`config.mk`:
```
export PLATFORM = sky130hd
export DESIGN_NAME = ima_mac_flat
export DESIGN_NICKNAME = d
export VERILOG_FILES = /design/src/design/ima_pkg.sv /design/src/design/ima_if.sv /design/src/design/ima_mac.sv /design/src/flat_wrapper.sv
export SDC_FILE = /design/constraint.sdc
export NUM_CORES = 1
export LEC_CHECK = 0
export ABC_AREA = 1
export BUFFER_PORTS_ARGS = -buffer_cell sky130_fd_sc_hd__buf_2
export CAP_MARGIN = 30
export CORE_AREA = 2 2 294 296
export CTS_BUF_LIST = sky130_fd_sc_hd__clkbuf_16
export DETAILED_ROUTE_END_ITERATION = 10
export DIE_AREA = 0 0 296 298
export MAX_ROUTING_LAYER = met4
export PLACE_DENSITY = 0.43
export SLEW_MARGIN = 30
export SYNTH_ARGS = -nofsm -noshare
export SYNTH_HDL_FRONTEND = slang
export SYNTH_SLANG_ARGS = --single-unit
export TNS_END_PERCENT = 30
```
`constraint.sdc`:
```
create_clock -name clk_i -period 4.85 [get_ports clk_i]
set_input_delay 0.485 -clock clk_i [delete_from_list [all_inputs] [get_ports clk_i]]
set_output_delay 0.485 -clock clk_i [all_outputs]
set_load 0.01 [all_outputs]
```
`src/design/ima_pkg.sv`:
```
package ima_pkg;

  localparam int unsigned DefaultMaxDim = 8;
  localparam int unsigned DataW         = 32;
  localparam int unsigned IdxW          = 3;
  localparam int unsigned DimW          = 4;
  localparam int unsigned CmdW          = 3;
  localparam int unsigned PaddrW        = 4;
  localparam int unsigned PdataW        = 32;

  typedef enum logic [CmdW-1:0] {
    CmdLoadA = 3'd0,
    CmdLoadB = 3'd1,
    CmdAdd   = 3'd2,
    CmdSub   = 3'd3,
    CmdMul   = 3'd4,
    CmdTrans = 3'd5
  } cmd_e;

  typedef enum logic [1:0] {
    RegRowsA = 2'd0,
    RegColsA = 2'd1,
    RegRowsB = 2'd2,
    RegColsB = 2'd3
  } cfg_reg_e;

  typedef struct packed {
    logic            valid;
    cmd_e            op;
    logic [IdxW-1:0] row;
    logic [IdxW-1:0] col;
    logic            first;
    logic            last_k;
    logic            last;
    logic            err;
  } tag_t;

  function automatic logic [DimW-1:0] clamp_dim(logic [DimW-1:0] v,
                                                logic [DimW-1:0] max_dim);
    logic [DimW-1:0] r;
    r = v;
    if (r == '0) r = DimW'(1);
    if (r > max_dim) r = max_dim;
    return r;
  endfunction

endpackage

```
`src/design/ima_if.sv`:
```


interface ima_out_if;
  logic                            valid;
  logic                            ready;
  logic [ima_pkg::IdxW-1:0]        out_row;
  logic [ima_pkg::IdxW-1:0]        out_col;
  logic signed [ima_pkg::DataW-1:0] out_value;
  logic                            last;
  logic                            size_error;

  modport source(output valid, out_row, out_col, out_value, last, size_error, input ready);
  modport sink(input valid, out_row, out_col, out_value, last, size_error, output ready);
endinterface

```
`src/design/ima_mac.sv`:
```
module ima_mac (
  input  logic                      clk_i,
  input  logic                      rst_ni,
  input  ima_pkg::tag_t             tag_i,
  input  logic [ima_pkg::DataW-1:0] a_i,
  input  logic [ima_pkg::DataW-1:0] b_i,
  output logic                      adv_o,
  ima_out_if.source                 out_ch
);

  ima_pkg::tag_t             tag2_q;
  logic [ima_pkg::DataW-1:0] val_d, val_q;
  logic [ima_pkg::DataW-1:0] acc_q, sum;
  logic                      out_valid_q;
  logic [ima_pkg::IdxW-1:0]  out_row_q, out_col_q;
  logic [ima_pkg::DataW-1:0] out_value_q;
  logic                      out_last_q, out_err_q;

  assign adv_o = !out_valid_q || out_ch.ready;

  always_comb begin
    unique case (tag_i.op)
      ima_pkg::CmdAdd: val_d = a_i + b_i;
      ima_pkg::CmdSub: val_d = a_i - b_i;
      ima_pkg::CmdMul: val_d = a_i * b_i;
      default:         val_d = a_i;
    endcase
    if (tag_i.err) val_d = '0;
  end

  assign sum = (tag2_q.first ? '0 : acc_q) + val_q;

  always_ff @(posedge clk_i or negedge rst_ni) begin
    if (!rst_ni) begin
      tag2_q      <= '0;
      out_valid_q <= 1'b0;
    end else if (adv_o) begin
      tag2_q      <= tag_i;
      out_valid_q <= tag2_q.valid && tag2_q.last_k;
    end
  end

  always_ff @(posedge clk_i) begin
    if (adv_o) begin
      val_q <= val_d;
      if (tag2_q.valid) acc_q <= sum;
      if (tag2_q.valid && tag2_q.last_k) begin
        out_row_q   <= tag2_q.row;
        out_col_q   <= tag2_q.col;
        out_value_q <= sum;
        out_last_q  <= tag2_q.last;
        out_err_q   <= tag2_q.err;
      end
    end
  end

  assign out_ch.valid      = out_valid_q;
  assign out_ch.out_row    = out_row_q;
  assign out_ch.out_col    = out_col_q;
  assign out_ch.out_value  = out_value_q;
  assign out_ch.last       = out_last_q;
  assign out_ch.size_error = out_err_q;

endmodule

```
`src/flat_wrapper.sv`:
```
// flat-port wrapper written by rule: the top's interface ports become plain ports
module ima_mac_flat 
  (clk_i, rst_ni, tag_i, a_i, b_i, adv_o, out_ch_valid, out_ch_out_row, out_ch_out_col, out_ch_out_value, out_ch_last, out_ch_size_error, out_ch_ready);
  ima_out_if out_ch_i ();
  input  logic clk_i;
  input  logic rst_ni;
  input  ima_pkg::tag_t tag_i;
  input  logic [ima_pkg::DataW-1:0] a_i;
  input  logic [ima_pkg::DataW-1:0] b_i;
  output logic adv_o;
  output wire logic [$bits(out_ch_i.valid)-1:0] out_ch_valid;
  output wire logic [$bits(out_ch_i.out_row)-1:0] out_ch_out_row;
  output wire logic [$bits(out_ch_i.out_col)-1:0] out_ch_out_col;
  output wire logic [$bits(out_ch_i.out_value)-1:0] out_ch_out_value;
  output wire logic [$bits(out_ch_i.last)-1:0] out_ch_last;
  output wire logic [$bits(out_ch_i.size_error)-1:0] out_ch_size_error;
  input wire logic [$bits(out_ch_i.ready)-1:0] out_ch_ready;
  assign out_ch_valid = out_ch_i.valid;
  assign out_ch_out_row = out_ch_i.out_row;
  assign out_ch_out_col = out_ch_i.out_col;
  assign out_ch_out_value = out_ch_i.out_value;
  assign out_ch_last = out_ch_i.last;
  assign out_ch_size_error = out_ch_i.size_error;
  assign out_ch_i.ready = out_ch_ready;
  ima_mac u_core (.clk_i(clk_i), .rst_ni(rst_ni), .tag_i(tag_i), .a_i(a_i), .b_i(b_i), .adv_o(adv_o), .out_ch(out_ch_i));
endmodule
```
# After elaboration in Yosys (flattened, before gate mapping)
# Cells that the tools add are included.
# op_classes
add_sub_neg,3
multipliers,1
n_div,0
order_cmp,0
n_eq_ne,3
n_shift,0
muxes,2
bitwise,0
n_reduce_logical,5
# ops
operator,n
case mux 32 bit (3 select lines),1
adder 32 bit,2
multiplier 32 x 32 -> 32 bit,1
2-to-1 mux 32 bit,1
subtractor 32 bit,1
== test 3 x 2 -> 1 bit (second input constant),2
AND reduction 2 bit,2
== test 3 bit (second input constant),1
logical AND 1 bit,1
zero test 1 bit,1
logical OR 1 bit,1
# word_totals
reg_bits,116
latch_bits,0
ramBits,0
mem_bits_ro,0
input_bits,81
output_inout_bits,42
word_cells,29
mem_count,0

# Depth between registers and ports, before layout
# depth
depth_word,3
ltp_mapped,33
mapped_depth_nobuf,31

# Worst setup path after synthesis
# OpenSTA, ideal clock, no wires.
# synth_path
path_kind,input port to flip-flop
startpoint,input port b_i[6] (netlist bit)
endpoint,register u_core.val_q[27] (netlist bit) (data pin)
setup_ns,0.270
t_arrival_ns,6.695
required_time_ns,4.580
slack_ns,-2.115
cell_stages,27
path_buffers,2
path_cell_list,clkbuf_1 clkbuf_1 nand2_1 inv_1 fa_1 fa_1 fa_1 inv_1 fa_1 inv_1 fa_1 inv_1 fa_1 inv_1 fa_1 fa_1 ha_1 nand2_1 nor4_2 nand3_1 nand3_1 nand2_1 nand2_1 a21boi_1 or2_0 nand3_1 a31oi_1
# synth_via
elab_chain_cells,2
elab_cells_between_ends,4
classes_between,add/sub (2); mul (1); mux (1)
# synth_rtl
element,line_no,text
"start, declared",flat_wrapper.sv:9,input logic [ima_pkg::DataW-1:0] b_i;
"multiplier 32 x 32 -> 32 bit, or another cell as far along",ima_mac.sv:25,ima_pkg::CmdMul: val_d = a_i * b_i;
case mux 32 bit (3 select lines) (*),ima_mac.sv:22,unique case (tag_i.op)
"end signal, assigned",ima_mac.sv:45,val_q <= val_d;
"end, declared",ima_mac.sv:12,"logic [ima_pkg::DataW-1:0] val_d, val_q;"
# Mark *: on every way between the ends. The rest lies on a longest branch, timed or not.
# A chain may end at the register's enable or synchronous reset.

# Worst setup path in the final report
# layout_path
startpoint,input port a_i[2] (netlist bit)
endpoint,register u_core.val_q[31] (netlist bit) (data pin)
# layout_via
elab_chain_cells,2
elab_cells_between_ends,4
classes_between,add/sub (2); mul (1); mux (1)
# layout_rtl
element,line_no,text
"start, declared",flat_wrapper.sv:8,input logic [ima_pkg::DataW-1:0] a_i;
"multiplier 32 x 32 -> 32 bit, or another cell as far along",ima_mac.sv:25,
case mux 32 bit (3 select lines) (*),ima_mac.sv:22,
# Marked as above.

==> reports/summary.txt <==
layout cells sized above 1: 20.9%
die area: 88200 um2
Avg Inst Size Synth: 7.54 um2
Seq. cell area: 3420 um2
fin. max-slew vios: 0
vias: 21700
Synth area leaders: fa_1 33%, nand2_1 14%, inv_1 13%, edfxtp_1 12%, ha_1 9.3%
largest family of logic cells by synthesized area: adder cells
Hold WC Path Type: input port to flop
Yosys reg bits: 116
Cells after Synth: 3346
CP most frequent cell: fa_1
clk buf depth: 2
Synth Area in Compound Gates: 6.74%
violations in the final reports: negative setup slack
post-layout minimum cycle time: 6.46 ns
Core Region: 84900 um2
CP Depth: 25
Fin. Hold Viols: 0
Crit path largest cell delay: 0.63 ns
Std-Cell Rows: 107
RR Startpoint: u_core.tag2_q[3]$_DFFE_PN0N_
Arr. time, crit path: 6.73 ns
worst setup path end: u_core.val_q[31]$_SDFFCE_PP0N_
first-pass GRT wire length: 138000 um
Die Y: 298 um
unrepaired setup endpoints after global routing: true
TritonCTS buffer count: 17
Initial Util: 29.7%
initial antenna violation count: 5
Netlist cell types: 57
Nets: 4387
Max-Cap Viols: 0
CP Launch Type: input port
DR vias/cell: 4.46
number of remaining DRC errors: 0
Worst Path Required: 5.12 ns
xor/xnor share of the synthesized area: 2.49%
global route overflow: 0
Yosys Warn Count: 0
synth-to-layout area growth: 26.9%
Port Buffers: 122
Worst Tran Pin Value: 0.872 ns
CP max-delay cell: fa_2
GRT Total Usage: 21.3%
r2r endpoint: u_core.out_ch.out_value[27]$_DFFE_PP_
# fillers: 8986
post-synth top area share: 32.5%
Slew headroom: 41.7%
sequential share of the synthesized area: 13.6%
Top Family by Delay on Critical Path: adder cells
multi-input logic area: 19000 um2
origin of the worst setup path: a_i[2]
Die W: 296 um
I/O Pins: 123
FMAX: 0.155 GHz
post-synthesis cell area: 25200 um2
H-tree levels: 4
EDFF count, synth: 104
first drt pass iteration count: 5
Synth async-reset ratio: 10.3%
# setup viols final: 24
post-synthesis mux area share: 0%
Synth Area in Adders: 41.8%
WP buf/inv: 9
worst min-delay path startpoint: tag_i[6]
clock latency on the worst-skew pair: 0.42 ns
DRT iter0 DRCs: 1372
gpl congestion: 0.931
skew final: 0.0113 ns
wire per inst: 18.4 um
Final WS setup: -1.61 ns
Root Driver: clkbuf_16
dpl cells: 4788
area leader, netlist: fa_1
wirelength, routed: 89500 um
Syn Nets: 4024
status: finished, violations left
Placement Setup Slack: -2.53 ns
predominant post-synthesis flop cell: edfxtp_1
TritonCTS clock tree: yes
Critical Path End Type: flop
Worst R2R Path Depth: 14
clock sinks: 116
number of global-route vias before repair: 22700
Worst Path Max Fanout: 11
post-route setup TNS: -31.02 ns
Reg clk slew, reported paths: 0.06 ns
WHS Path Cells: 3
Synth Area in Simple Gates: 19.7%
final worst path period share: 133%
kind of critical path: input port to flop
DP HPWL: 74400 um
final std cells w/o fill: 4868
r2r setup slk: 1.64 ns
DRT antenna net count: 0
largest net degree at the start of global routing: 48
[worst min path at each step]
| stage | end | slack, ns |
|---|---|---|
| floorplan | u_core.out_ch.valid$_DFFE_PN0N_ | 0.19 |
| global placement | u_core.tag2_q[13]$_DFFE_PN0N_ | 0.38 |
| detailed placement | u_core.out_ch.valid$_DFFE_PN0N_ | 0.38 |
| CTS | u_core.tag2_q[6]$_DFFE_PN0N_ | 0.25 |
| global route | u_core.tag2_q[4]$_DFFE_PN0N_ | 0.25 |
| finish | u_core.tag2_q[6]$_DFFE_PN0N_ | 0.26 |
[worst reg2reg max path, cell delays in order (launching register included)]
cell and delay [ns]:
dfrtp_1 0.57, inv_1 0.24, nand2_1 0.15, inv_1 0.06, ha_1 0.26, nand3_1 0.06
nand2_1 0.10, a21oi_2 0.24, o21bai_2 0.15, a21oi_4 0.25, o21ai_2 0.13, a21boi_2 0.21
o21ai_1 0.14, a21oi_1 0.24, xnor2_1 0.15
[kinds of logic after synthesis]
family	after synthesis
xor+xnor	71
flops	116
simple gates	1224
fa+ha+maj	597
buf+inv	1040
compound gates	298
[cell type report]
cell class | count | share of cell area, %
Sequential cell | 116 | 10.7
Multi-Input combinational cell | 2190 | 59.3
Antenna cell | 2 | 0.0156
Timing Repair Buffer | 484 | 13.0
Clock buffer | 17 | 1.33
Clock inverter | 15 | 0.606
Tap cell | 1144 | 4.47
Inverter | 900 | 10.6
[metrics by stage]
step | instance area [um2] | hold WS (ns) | utilization, %
2_1_floorplan | 25800 | 0.189 | -
3_3_place_gp | 29700 | 0.383 | 35.0
3_5_place_dp | 29700 | 0.385 | 35.0
4_1_cts | 31400 | 0.247 | 37.0
5_1_grt | 32000 | 0.247 | 37.7
6_report | 32000 | 0.258 | 37.7
[registers in the layout, summed over array words and instances, names as in the netlist]
name                      count
u_core.out_ch.size_error      1
u_core.out_ch.out_row         3
u_core.out_ch.last            1
u_core.out_ch.out_col         3
u_core.acc_q                 32
u_core.out_ch.out_value      32
u_core.tag2_q                11
u_core.val_q                 32
u_core.out_ch.valid           1
[metal layers]
| layer | vias up | GRT usage (%) | routed length, um |
|---|---|---|---|
| met5 | - | - | 0 |
| met4 | 0 | 3.51 | 1680 |
| met3 | 58 | 1.78 | 3130 |
| met2 | 373 | 35.7 | 43200 |
| met1 | 10600 | 28.4 | 41500 |
| li1 | 10600 | - | - |
[placed cells by master, fill, tap and decap left out, drive strengths merged, types with 25 or more instances in the layout]
master  count
a21oi     137
a31oi      25
buf       478
edfxtp    104
fa        410
ha        187
inv       906
nand2     916
nand3     113
nor2      116
o21ai      91
xnor2      27
xor2       44
[cell usage after synthesis (all sizes together), types with 2 or more instances]
master / number
nand2: 916
inv: 900
fa: 410
ha: 187
a21oi: 137
nor2: 116
nand3: 113
edfxtp: 104
o21ai: 91
clkbuf: 89
buf: 51
xor2: 44
xnor2: 27
a31oi: 25
nor3: 24
or2: 21
dfrtp: 12
nand3b: 12
nand4: 12
o21bai: 9
a21boi: 6
a21o: 6
nor4: 6
a211oi: 4
o21a: 4
a221oi: 3
o221ai: 3
a31o: 2
and3: 2
o2111ai: 2
o31ai: 2
[timing repair]
item                                    4_1_cts  5_1_grt
pin swaps                                   102       72
buffers inserted                             28       11
hold buffers                                  1        0
endpoints found under the setup margin       24       25
gates resized for setup                     190      116
cloned                                        3        3
endpoints found under the hold margin        12        0
Power is left out: the tool's default activity adds up to more than one toggle a clock period on the data nets, which glitch-free logic cannot reach.
